File: config.mk
export PLATFORM = sky130hd
export DESIGN_NAME = clone_brush_line_stepper_top
export DESIGN_NICKNAME = d
export VERILOG_FILES = /design/src/rtl/cbls_pkg.sv /design/src/rtl/cbls_div.sv /design/src/rtl/cbls_datapath.sv /design/src/rtl/cbls_ctrl.sv /design/src/rtl/clone_brush_line_stepper_top.sv
export SDC_FILE = /design/constraint.sdc
export NUM_CORES = 1
export LEC_CHECK = 0
export BUFFER_PORTS_ARGS = -buffer_cell sky130_fd_sc_hd__buf_2
export CAP_MARGIN = 20
export CORE_MARGIN = 8
export CORE_UTILIZATION = 57
export CTS_CLUSTER_SIZE = 12
export DETAILED_ROUTE_END_ITERATION = 10
export GPL_TIMING_DRIVEN = 0
export PLACE_DENSITY = 0.82
export SETUP_SLACK_MARGIN = 0.02
export SLEW_MARGIN = 25
export SYNTH_ARGS = -nofsm -noshare
export SYNTH_HDL_FRONTEND = slang
export SYNTH_HIERARCHICAL = 1
export SYNTH_SLANG_ARGS = --single-unit
export TNS_END_PERCENT = 5
File: constraint.sdc
create_clock -name clk_i -period 11.05 [get_ports clk_i]
set_input_delay 1.105 -clock clk_i [delete_from_list [all_inputs] [get_ports clk_i]]
set_output_delay 1.105 -clock clk_i [all_outputs]
set_load 0.01 [all_outputs]
File: src/rtl/cbls_pkg.sv
// ----------------------------------------------------------------------------
// cbls_pkg
// shared constants, codes and control types of the clone brush line stepper
// ----------------------------------------------------------------------------
package cbls_pkg;

  localparam int COORD_BITS  = 9;
  localparam int FRAC_BITS   = 16;
  localparam int MAX_SEGMENT = 64;

  localparam int OFF_BITS   = COORD_BITS + 1;
  localparam int SRC_BITS   = COORD_BITS + 2;
  localparam int DELTA_BITS = $clog2(MAX_SEGMENT);
  localparam int STEP_BITS  = FRAC_BITS + 2;
  localparam int ACC_BITS   = COORD_BITS + FRAC_BITS + 1;
  localparam int QUOT_BITS  = FRAC_BITS + 1;
  localparam int DIV_BITS   = DELTA_BITS + FRAC_BITS;

  typedef enum logic [1:0] {
    ACT_SET_SOURCE = 2'd0,
    ACT_PRESS      = 2'd1,
    ACT_MOVE       = 2'd2
  } action_e;

  typedef enum logic [2:0] {
    ST_IDLE,
    ST_DECODE,
    ST_DIV_START,
    ST_DIV_WAIT,
    ST_RUN,
    ST_OVF
  } state_e;

  typedef struct packed {
    logic capture;
    logic set_anchor;
    logic clr_stroke;
    logic move_pen;
    logic walk_setup;
    logic div_start;
    logic load_step;
    logic load_pixel;
    logic load_ovf;
  } cmd_t;

  typedef struct packed {
    action_e action;
    logic    stroke;
    logic    src_valid;
    logic    too_long;
    logic    major_zero;
    logic    div_done;
    logic    out_free;
    logic    last_pixel;
  } status_t;

endpackage

File: src/rtl/cbls_div.sv
// ----------------------------------------------------------------------------
// cbls_div
// restoring divider, one quotient bit per cycle, for the line slope
// ----------------------------------------------------------------------------
module cbls_div (
  input  logic                           clk_i,
  input  logic                           rst_ni,
  input  logic                           start_i,
  input  logic [cbls_pkg::DELTA_BITS-1:0] num_i,
  input  logic [cbls_pkg::DELTA_BITS-1:0] den_i,
  output logic                           done_o,
  output logic [cbls_pkg::QUOT_BITS-1:0]  quot_o
);
  import cbls_pkg::*;

  localparam int CNT_W = $clog2(DIV_BITS);

  logic [DIV_BITS-1:0]   quo_q;
  logic [DELTA_BITS-1:0] rem_q;
  logic [CNT_W-1:0]      cnt_q;
  logic                  busy_q, done_q;
  logic [DELTA_BITS:0]   trial, diff;
  logic                  fits;

  // shift in the next dividend bit and try to subtract
  assign trial = {rem_q, quo_q[DIV_BITS-1]};
  assign fits  = trial >= {1'b0, den_i};
  assign diff  = trial - {1'b0, den_i};

  always_ff @(posedge clk_i or negedge rst_ni) begin
    if (!rst_ni) begin
      busy_q <= 1'b0;
      done_q <= 1'b0;
      cnt_q  <= '0;
    end else begin
      done_q <= 1'b0;
      if (start_i) begin
        busy_q <= 1'b1;
        cnt_q  <= CNT_W'(DIV_BITS - 1);
      end else if (busy_q) begin
        cnt_q <= cnt_q - 1'b1;
        if (cnt_q == '0) begin
          busy_q <= 1'b0;
          done_q <= 1'b1;
        end
      end
    end
  end

  always_ff @(posedge clk_i) begin
    if (start_i) begin
      quo_q <= {num_i, {FRAC_BITS{1'b0}}};
      rem_q <= '0;
    end else if (busy_q) begin
      quo_q <= {quo_q[DIV_BITS-2:0], fits};
      rem_q <= fits ? diff[DELTA_BITS-1:0] : trial[DELTA_BITS-1:0];
    end
  end

  assign done_o = done_q;
  assign quot_o = quo_q[QUOT_BITS-1:0];

endmodule

File: src/rtl/cbls_datapath.sv
// ----------------------------------------------------------------------------
// cbls_datapath
// brush state, line setup, slope divider, dda walk and result register
// ----------------------------------------------------------------------------
module cbls_datapath (
  input  logic                            clk_i,
  input  logic                            rst_ni,
  input  cbls_pkg::cmd_t                  cmd_i,
  output cbls_pkg::status_t               status_o,
  input  logic [1:0]                      action_i,
  input  logic [cbls_pkg::COORD_BITS-1:0] pos_x_i,
  input  logic [cbls_pkg::COORD_BITS-1:0] pos_y_i,
  output logic                            out_valid_o,
  input  logic                            out_stall_i,
  output logic [cbls_pkg::COORD_BITS-1:0] dst_x_o,
  output logic [cbls_pkg::COORD_BITS-1:0] dst_y_o,
  output logic signed [cbls_pkg::SRC_BITS-1:0] src_x_o,
  output logic signed [cbls_pkg::SRC_BITS-1:0] src_y_o,
  output logic                            last_o,
  output logic                            overflow_o
);
  import cbls_pkg::*;

  // captured input
  action_e               act_q;
  logic [COORD_BITS-1:0] px_q, py_q;

  // brush state
  logic                  source_valid_q, offset_latched_q, stroke_q;
  logic [COORD_BITS-1:0] anchor_x_q, anchor_y_q, pen_x_q, pen_y_q;
  logic [OFF_BITS-1:0]   offset_x_q, offset_y_q;

  // walk state
  logic                  horiz_q, dneg_q;
  logic [COORD_BITS-1:0] a_q;
  logic [ACC_BITS-1:0]   acc_q;
  logic [STEP_BITS-1:0]  step_q;
  logic [DELTA_BITS-1:0] cnt_q, dmag_q;

  // result register
  logic                  out_valid_q, last_q, ovf_q;
  logic [COORD_BITS-1:0] dst_x_q, dst_y_q;
  logic [SRC_BITS-1:0]   src_x_q, src_y_q;

  // line setup
  logic                  x_lt, y_lt, horiz, swap, dneg, out_free, div_done;
  logic [COORD_BITS-1:0] adx, ady, major, sx, sy, ex, ey, minor0, minor_end, dmag;
  logic                  setup_horiz;
  logic [COORD_BITS-1:0] setup_major, setup_minor0, setup_a;
  logic [QUOT_BITS-1:0]  quot;
  logic [STEP_BITS-1:0]  quot_ext;

  // pixel formation
  logic [COORD_BITS-1:0] pix_m, pix_x, pix_y;
  logic [OFF_BITS-1:0]   new_off_x, new_off_y, eff_off_x, eff_off_y;

  always_comb begin
    x_lt      = px_q < pen_x_q;
    y_lt      = py_q < pen_y_q;
    adx       = x_lt ? pen_x_q - px_q : px_q - pen_x_q;
    ady       = y_lt ? pen_y_q - py_q : py_q - pen_y_q;
    horiz     = adx > ady;
    major     = horiz ? adx : ady;
    swap      = horiz ? x_lt : y_lt;
    sx        = swap ? px_q : pen_x_q;
    ex        = swap ? pen_x_q : px_q;
    sy        = swap ? py_q : pen_y_q;
    ey        = swap ? pen_y_q : py_q;
    minor0    = horiz ? sy : sx;
    minor_end = horiz ? ey : ex;
    dneg      = minor_end < minor0;
    dmag      = dneg ? minor0 - minor_end : minor_end - minor0;
    // a press walks a one-pixel vertical line
    if (act_q == ACT_PRESS) begin
      setup_horiz  = 1'b0;
      setup_major  = '0;
      setup_minor0 = px_q;
      setup_a      = py_q;
    end else begin
      setup_horiz  = horiz;
      setup_major  = major;
      setup_minor0 = minor0;
      setup_a      = horiz ? sx : sy;
    end
  end

  cbls_div u_div (
    .clk_i   (clk_i),
    .rst_ni  (rst_ni),
    .start_i (cmd_i.div_start),
    .num_i   (dmag_q),
    .den_i   (cnt_q),
    .done_o  (div_done),
    .quot_o  (quot)
  );

  assign quot_ext = {1'b0, quot};
  assign out_free = !out_valid_q || !out_stall_i;

  always_comb begin
    pix_m     = acc_q[FRAC_BITS +: COORD_BITS];
    pix_x     = horiz_q ? a_q : pix_m;
    pix_y     = horiz_q ? pix_m : a_q;
    new_off_x = OFF_BITS'({1'b0, pix_x} - {1'b0, anchor_x_q});
    new_off_y = OFF_BITS'({1'b0, pix_y} - {1'b0, anchor_y_q});
    eff_off_x = offset_latched_q ? offset_x_q : new_off_x;
    eff_off_y = offset_latched_q ? offset_y_q : new_off_y;
  end

  always_comb begin
    status_o.action     = act_q;
    status_o.stroke     = stroke_q;
    status_o.src_valid  = source_valid_q;
    status_o.too_long   = int'(setup_major) >= MAX_SEGMENT;
    status_o.major_zero = setup_major == '0;
    status_o.div_done   = div_done;
    status_o.out_free   = out_free;
    status_o.last_pixel = cnt_q == '0;
  end

  always_ff @(posedge clk_i or negedge rst_ni) begin
    if (!rst_ni) begin
      source_valid_q   <= 1'b0;
      offset_latched_q <= 1'b0;
      stroke_q         <= 1'b0;
      anchor_x_q       <= '0;
      anchor_y_q       <= '0;
      pen_x_q          <= '0;
      pen_y_q          <= '0;
      offset_x_q       <= '0;
      offset_y_q       <= '0;
      out_valid_q      <= 1'b0;
    end else begin
      if (cmd_i.set_anchor) begin
        source_valid_q   <= 1'b1;
        offset_latched_q <= 1'b0;
        stroke_q         <= 1'b1;
        anchor_x_q       <= px_q;
        anchor_y_q       <= py_q;
      end
      if (cmd_i.clr_stroke) begin
        stroke_q <= 1'b0;
      end
      if (cmd_i.move_pen) begin
        pen_x_q <= px_q;
        pen_y_q <= py_q;
      end
      if (cmd_i.load_pixel && !offset_latched_q) begin
        offset_latched_q <= 1'b1;
        offset_x_q       <= new_off_x;
        offset_y_q       <= new_off_y;
      end
      if (cmd_i.load_pixel || cmd_i.load_ovf) begin
        out_valid_q <= 1'b1;
      end else if (!out_stall_i) begin
        out_valid_q <= 1'b0;
      end
    end
  end

  always_ff @(posedge clk_i) begin
    if (cmd_i.capture) begin
      act_q <= action_e'(action_i);
      px_q  <= pos_x_i;
      py_q  <= pos_y_i;
    end
    if (cmd_i.walk_setup) begin
      horiz_q <= setup_horiz;
      a_q     <= setup_a;
      acc_q   <= {1'b0, setup_minor0, 1'b1, {(FRAC_BITS-1){1'b0}}};
      step_q  <= '0;
      cnt_q   <= setup_major[DELTA_BITS-1:0];
      dmag_q  <= dmag[DELTA_BITS-1:0];
      dneg_q  <= dneg;
    end else if (cmd_i.load_step) begin
      step_q <= dneg_q ? STEP_BITS'(-quot_ext) : quot_ext;
    end else if (cmd_i.load_pixel) begin
      a_q   <= a_q + 1'b1;
      acc_q <= acc_q + {{(ACC_BITS-STEP_BITS){step_q[STEP_BITS-1]}}, step_q};
      cnt_q <= cnt_q - 1'b1;
    end
    if (cmd_i.load_pixel) begin
      dst_x_q <= pix_x;
      dst_y_q <= pix_y;
      src_x_q <= {2'b00, pix_x} - {eff_off_x[OFF_BITS-1], eff_off_x};
      src_y_q <= {2'b00, pix_y} - {eff_off_y[OFF_BITS-1], eff_off_y};
      last_q  <= cnt_q == '0;
      ovf_q   <= 1'b0;
    end else if (cmd_i.load_ovf) begin
      dst_x_q <= '0;
      dst_y_q <= '0;
      src_x_q <= '0;
      src_y_q <= '0;
      last_q  <= 1'b1;
      ovf_q   <= 1'b1;
    end
  end

  assign out_valid_o = out_valid_q;
  assign dst_x_o     = dst_x_q;
  assign dst_y_o     = dst_y_q;
  assign src_x_o     = src_x_q;
  assign src_y_o     = src_y_q;
  assign last_o      = last_q;
  assign overflow_o  = ovf_q;

  a_load_needs_room: assert property (@(posedge clk_i) disable iff (!rst_ni)
    (cmd_i.load_pixel || cmd_i.load_ovf) |-> out_free)
    else $error("result loaded while output register is busy");

  a_pixel_latches_offset: assert property (@(posedge clk_i) disable iff (!rst_ni)
    cmd_i.load_pixel |=> offset_latched_q)
    else $error("offset not latched after a painted pixel");

  a_anchor_clears_offset: assert property (@(posedge clk_i) disable iff (!rst_ni)
    cmd_i.set_anchor |=> (source_valid_q && !offset_latched_q && stroke_q))
    else $error("source anchor did not reset offset state");

endmodule

File: src/rtl/cbls_ctrl.sv
// ----------------------------------------------------------------------------
// cbls_ctrl
// sequencer: decode an event, slope divide if needed, then step the pixels
// ----------------------------------------------------------------------------
module cbls_ctrl (
  input  logic                clk_i,
  input  logic                rst_ni,
  input  logic                in_valid_i,
  output logic                in_stall_o,
  input  cbls_pkg::status_t   status_i,
  output cbls_pkg::cmd_t      cmd_o
);
  import cbls_pkg::*;

  state_e state_q, state_d;

  always_comb begin
    state_d = state_q;
    unique case (state_q)
      ST_IDLE: begin
        if (in_valid_i) state_d = ST_DECODE;
      end
      ST_DECODE: begin
        case (status_i.action)
          ACT_SET_SOURCE: state_d = ST_IDLE;
          ACT_PRESS:      state_d = status_i.src_valid ? ST_RUN : ST_IDLE;
          ACT_MOVE: begin
            if (status_i.stroke || !status_i.src_valid) state_d = ST_IDLE;
            else if (status_i.too_long)                 state_d = ST_OVF;
            else if (status_i.major_zero)               state_d = ST_RUN;
            else                                        state_d = ST_DIV_START;
          end
          default:        state_d = ST_IDLE;
        endcase
      end
      ST_DIV_START: state_d = ST_DIV_WAIT;
      ST_DIV_WAIT: begin
        if (status_i.div_done) state_d = ST_RUN;
      end
      ST_RUN: begin
        if (status_i.out_free && status_i.last_pixel) state_d = ST_IDLE;
      end
      ST_OVF: begin
        if (status_i.out_free) state_d = ST_IDLE;
      end
      default: state_d = ST_IDLE;
    endcase
  end

  always_comb begin
    cmd_o      = '0;
    in_stall_o = 1'b1;
    unique case (state_q)
      ST_IDLE: begin
        in_stall_o    = 1'b0;
        cmd_o.capture = in_valid_i;
      end
      ST_DECODE: begin
        cmd_o.walk_setup = 1'b1;
        cmd_o.set_anchor = status_i.action == ACT_SET_SOURCE;
        cmd_o.clr_stroke = status_i.action == ACT_PRESS;
        cmd_o.move_pen   = (status_i.action == ACT_SET_SOURCE) ||
                           (status_i.action == ACT_PRESS) ||
                           (status_i.action == ACT_MOVE && !status_i.stroke);
      end
      ST_DIV_START: cmd_o.div_start  = 1'b1;
      ST_DIV_WAIT:  cmd_o.load_step  = status_i.div_done;
      ST_RUN:       cmd_o.load_pixel = status_i.out_free;
      ST_OVF:       cmd_o.load_ovf   = status_i.out_free;
      default:      cmd_o = '0;
    endcase
  end

  always_ff @(posedge clk_i or negedge rst_ni) begin
    if (!rst_ni) begin
      state_q <= ST_IDLE;
    end else begin
      state_q <= state_d;
    end
  end

  a_accept_decodes: assert property (@(posedge clk_i) disable iff (!rst_ni)
    (in_valid_i && !in_stall_o) |=> state_q == ST_DECODE)
    else $error("accepted transaction not decoded");

  a_div_then_run: assert property (@(posedge clk_i) disable iff (!rst_ni)
    (state_q == ST_DIV_WAIT && status_i.div_done) |=> state_q == ST_RUN)
    else $error("slope ready but walk not started");

  a_last_pixel_ends: assert property (@(posedge clk_i) disable iff (!rst_ni)
    (cmd_o.load_pixel && status_i.last_pixel) |=> state_q == ST_IDLE)
    else $error("walk continued past its last pixel");

endmodule

File: src/rtl/clone_brush_line_stepper_top.sv
// ----------------------------------------------------------------------------
// clone_brush_line_stepper_top
// turns pointer events into clone brush pixel-copy requests along dda lines
// ----------------------------------------------------------------------------
//
// channel  | direction | handshake                    | payload
// ---------+-----------+------------------------------+------------------------
// in       | input     | in_valid_i / in_stall_o      | action, pos_x, pos_y
// out      | output    | out_valid_o / out_stall_i    | dst_x/y, src_x/y, last,
//          |           |                              | overflow
//
// one event is worked at a time; a transaction is taken, decoded the next
// cycle, then its results leave one per cycle through the output register
// while the output is not stalled; a press walks one pixel, and a move with
// major delta n walks n + 1 pixels, after the bit-serial slope divider has
// run when n is nonzero
// a set-source event, an ignored code, a drag after set-source or an event with
// no anchor yields no result; an overflow move yields one overflow result
// reset clears the brush state (no anchor, no offset, pen at the origin)
// a stalled output holds the walk or the overflow result; the next input
// transaction is taken once the current one has loaded its last result
//
module clone_brush_line_stepper_top (
  input  logic                            clk_i,
  input  logic                            rst_ni,
  input  logic                            in_valid_i,
  output logic                            in_stall_o,
  input  logic [1:0]                      action_i,
  input  logic [cbls_pkg::COORD_BITS-1:0] pos_x_i,
  input  logic [cbls_pkg::COORD_BITS-1:0] pos_y_i,
  output logic                            out_valid_o,
  input  logic                            out_stall_i,
  output logic [cbls_pkg::COORD_BITS-1:0] dst_x_o,
  output logic [cbls_pkg::COORD_BITS-1:0] dst_y_o,
  output logic signed [cbls_pkg::SRC_BITS-1:0] src_x_o,
  output logic signed [cbls_pkg::SRC_BITS-1:0] src_y_o,
  output logic                            last_o,
  output logic                            overflow_o
);
  import cbls_pkg::*;

  // command and status between sequencer and datapath
  cmd_t    cmd;
  status_t status;

  cbls_ctrl u_ctrl (
    .clk_i      (clk_i),
    .rst_ni     (rst_ni),
    .in_valid_i (in_valid_i),
    .in_stall_o (in_stall_o),
    .status_i   (status),
    .cmd_o      (cmd)
  );

  // datapath holds the brush state, the walk and the result register
  cbls_datapath u_datapath (
    .clk_i       (clk_i),
    .rst_ni      (rst_ni),
    .cmd_i       (cmd),
    .status_o    (status),
    .action_i    (action_i),
    .pos_x_i     (pos_x_i),
    .pos_y_i     (pos_y_i),
    .out_valid_o (out_valid_o),
    .out_stall_i (out_stall_i),
    .dst_x_o     (dst_x_o),
    .dst_y_o     (dst_y_o),
    .src_x_o     (src_x_o),
    .src_y_o     (src_y_o),
    .last_o      (last_o),
    .overflow_o  (overflow_o)
  );

endmodule
==> metrics <==
Final HPWL DP=30780 um; worst hold path class=reg2reg; asr flop ratio synth=30.97%; top cells by count, synth=nand2_1, nor2_1, inv_1; H-tree levels=1; clock latency on the worst-skew pair=0.53 ns; Final nets=1979; CTS tree=done; ys flop type=edfxtp_1; IO buf count=67; Setup CP Type=reg2reg; antenna cells=0; pre-CTS setup slack=2.938 ns; GRT Util Overall=24.03%; CP Capture Type=flip-flop; CTS buffer count=26; first-pass GRT wire length=64980 um; Yosys top cell by area=edfxtp_1; die height=181.8 um; min-delay src=u_datapath/acc_q[8]; Via density=5.925; outcome=finished clean; register bit total from synthesis=226; post-synthesis sequential area ratio=37.44%; cell count after synthesis=1715; # hold bufs at CTS=0; CP max FO=10; fin area=17330 um^2; final wirelength=40500 um; syn_nets=1883; total of max-cap violations=0; Cell Rows=60; GPL Wtd Cong=0.9660; synth top area cells=edfxtp_1, dfrtp_1, ha_1; ANT nets after route=0; smallest setup slack after layout=2.796 ns; crit path DAT=8.53 ns; # clock sinks=226; grt total ovfl=0; initial antenna violation count=0; Placed Area=16460 um^2; Pre-antenna DRT Iters=6; clock skew=0.01672 ns; Max Freq=121.2 MHz; headroom to the max-slew limit=31.01%; via count=12870; drc violations=0; Post-synth EDFFs=99; clock buffer depth=3; Synth cell types=81; share of the synthesized area in the top cell type=18.98%; Final setup viols=0; WL/cell=18.65 um; Data required, critical path=11.32 ns; Ys Warns=6; # fillers=2140; unrepaired setup endpoints after global routing=false; setup TNS=0 ns; die width=181.8 um; Tcrit/Tclk final=74.70%; setup repair bufs after CTS=0; number of I/O pins=68; Avg Inst Size Synth=9.135 um^2; Worst-path clk slew=0.06 ns; Worst R2R Start=u_datapath/py_q[1]; die area=33050 um^2; crit path launch type=flip-flop; Hold Fails Final Rpt=0; number of global-route vias before repair=12370; DR iter-0 viols=1242; Resized cells post-CTS=0; Final Max Tran Viols=0; measured slew at the worst slew-check pin=1.029 ns; Initial Util=58.13%; count leader, synth=nand2_1; area grow syn2layout=10.62%; Cell Area, Synth=15670 um^2; total core area=26950 um^2; post-route minimum period=8.254 ns; Root Driver=clkbuf_16; layout cell share with drive strength beyond 1=11.47%; Worst Setup SP=u_datapath/py_q[1]; largest net degree at the start of global routing=43
[state kept, by name (all words and copies together) (netlist names), 10 cells and up]
name / count
u_datapath/src_x_o: 11
u_datapath/step_q: 18
u_datapath/src_y_o: 11
u_datapath/acc_q: 25
u_datapath/offset_y_q: 10
u_datapath/offset_x_q: 10
u_datapath/u_div/quo_q: 22
[cells by family after synthesis]
logic type,synth area share (%)
and+or+nand+nor,14.52
AOI/OAI and AO/OA,17.80
DFF,37.44
buffers and inverters,6.445
adders and majority gates,12.14
xor gates and xnor gates,5.199
muxes,6.453
[cell usage in the layout (no fill, tap or decap), types with 8 or more instances in the layout]
master / instances
xor2_1: 44
a311oi_1: 9
nand2_1: 166
dfxtp_1: 57
a31oi_1: 12
buf_4: 27
o21ai_0: 122
nor2_1: 155
inv_1: 132
o211ai_1: 8
nand3_1: 23
o21ai_1: 13
dfrtp_1: 70
buf_2: 72
nor3_1: 25
o21bai_1: 9
a21oi_1: 110
nand2b_1: 28
or2_2: 12
fa_1: 12
o31ai_1: 10
a22o_1: 14
a211oi_1: 28
edfxtp_1: 99
nor2b_1: 20
o22ai_1: 8
clkbuf_8: 8
xnor2_1: 49
o41ai_1: 8
clkbuf_1: 52
ha_1: 132
clkbuf_16: 28
mux2_2: 30
o21a_1: 9
a21o_1: 38
and2_1: 20
mux2i_1: 65
[through the flow]
| step | util, % | cells | hold slack [ns] |
|---|---|---|---|
| 6_report | 64.30 | 2172 | 0.4663 |
| 3_3_place_gp | 60.96 | 2123 | 0.4416 |
| 4_1_cts | 64.30 | 2172 | 0.4716 |
| 5_1_grt | 64.30 | 2172 | 0.4843 |
| 2_1_floorplan | - | 1715 | 0.4315 |
| 3_5_place_dp | 61.07 | 2124 | 0.4582 |
[critical path, cell delays in order, from the launching register on]
cell and delay [ns]:
edfxtp_1 0.65, inv_1 0.16, ha_1 0.36, nor2b_1 0.17
o31ai_2 0.29, a211oi_2 0.21, nor2_1 0.66, mux2_2 0.42
a22oi_1 0.38, xor2_1 0.19, ha_1 0.26, a21o_1 0.17
a2111oi_2 0.42, or2_1 0.16, buf_4 0.18, mux2i_4 0.50
buf_6 0.24, mux2i_1 0.39, nand2_1 0.09, nand2_1 0.17
ha_1 0.19, a21oi_1 0.07, o21bai_1 0.17, a21o_1 0.14
a21o_1 0.18, a31oi_1 0.10, o21ai_1 0.64, mux2_2 0.42
[final cells by class]
type	count	area (um^2)	area share, %
well taps	341	426.7	2.462
clock buffers	42	833.3	4.808
inverters	135	506.7	2.924
multi-input cells	1262	8798	50.77
repair buffers	68	357.8	2.065
flip-flops and latches	226	5866	33.85
plain buffers	92	503.0	2.902
clock inverters	6	38.79	0.2238
[layer usage]
metal | routed length, um | global-route usage [%] | vias to the layer above
met3 | 2993 | 3.194 | 89
li1 | - | - | 6216
met5 | 0 | 0 | -
met2 | 18600 | 39.58 | 492
met1 | 17710 | 32.34 | 6073
met4 | 1188 | 7.642 | 0
[final timing paths]
check	slack, ns	depth (start not counted)	end
hold reg to reg	0.47	2	u_datapath/acc_q[8]
setup reg to reg	2.80	27	u_datapath/dmag_q[1]
min in group asynchronous	0.53	1	u_datapath/pen_y_q[4]
setup / recovery	2.80	27	u_datapath/dmag_q[1]
hold / removal	0.47	2	u_datapath/acc_q[8]
max in group asynchronous	9.92	2	u_datapath/offset_y_q[7]
Power is left out: the tool's default activity adds up to more than one toggle a clock period on the data nets, which glitch-free logic cannot reach.
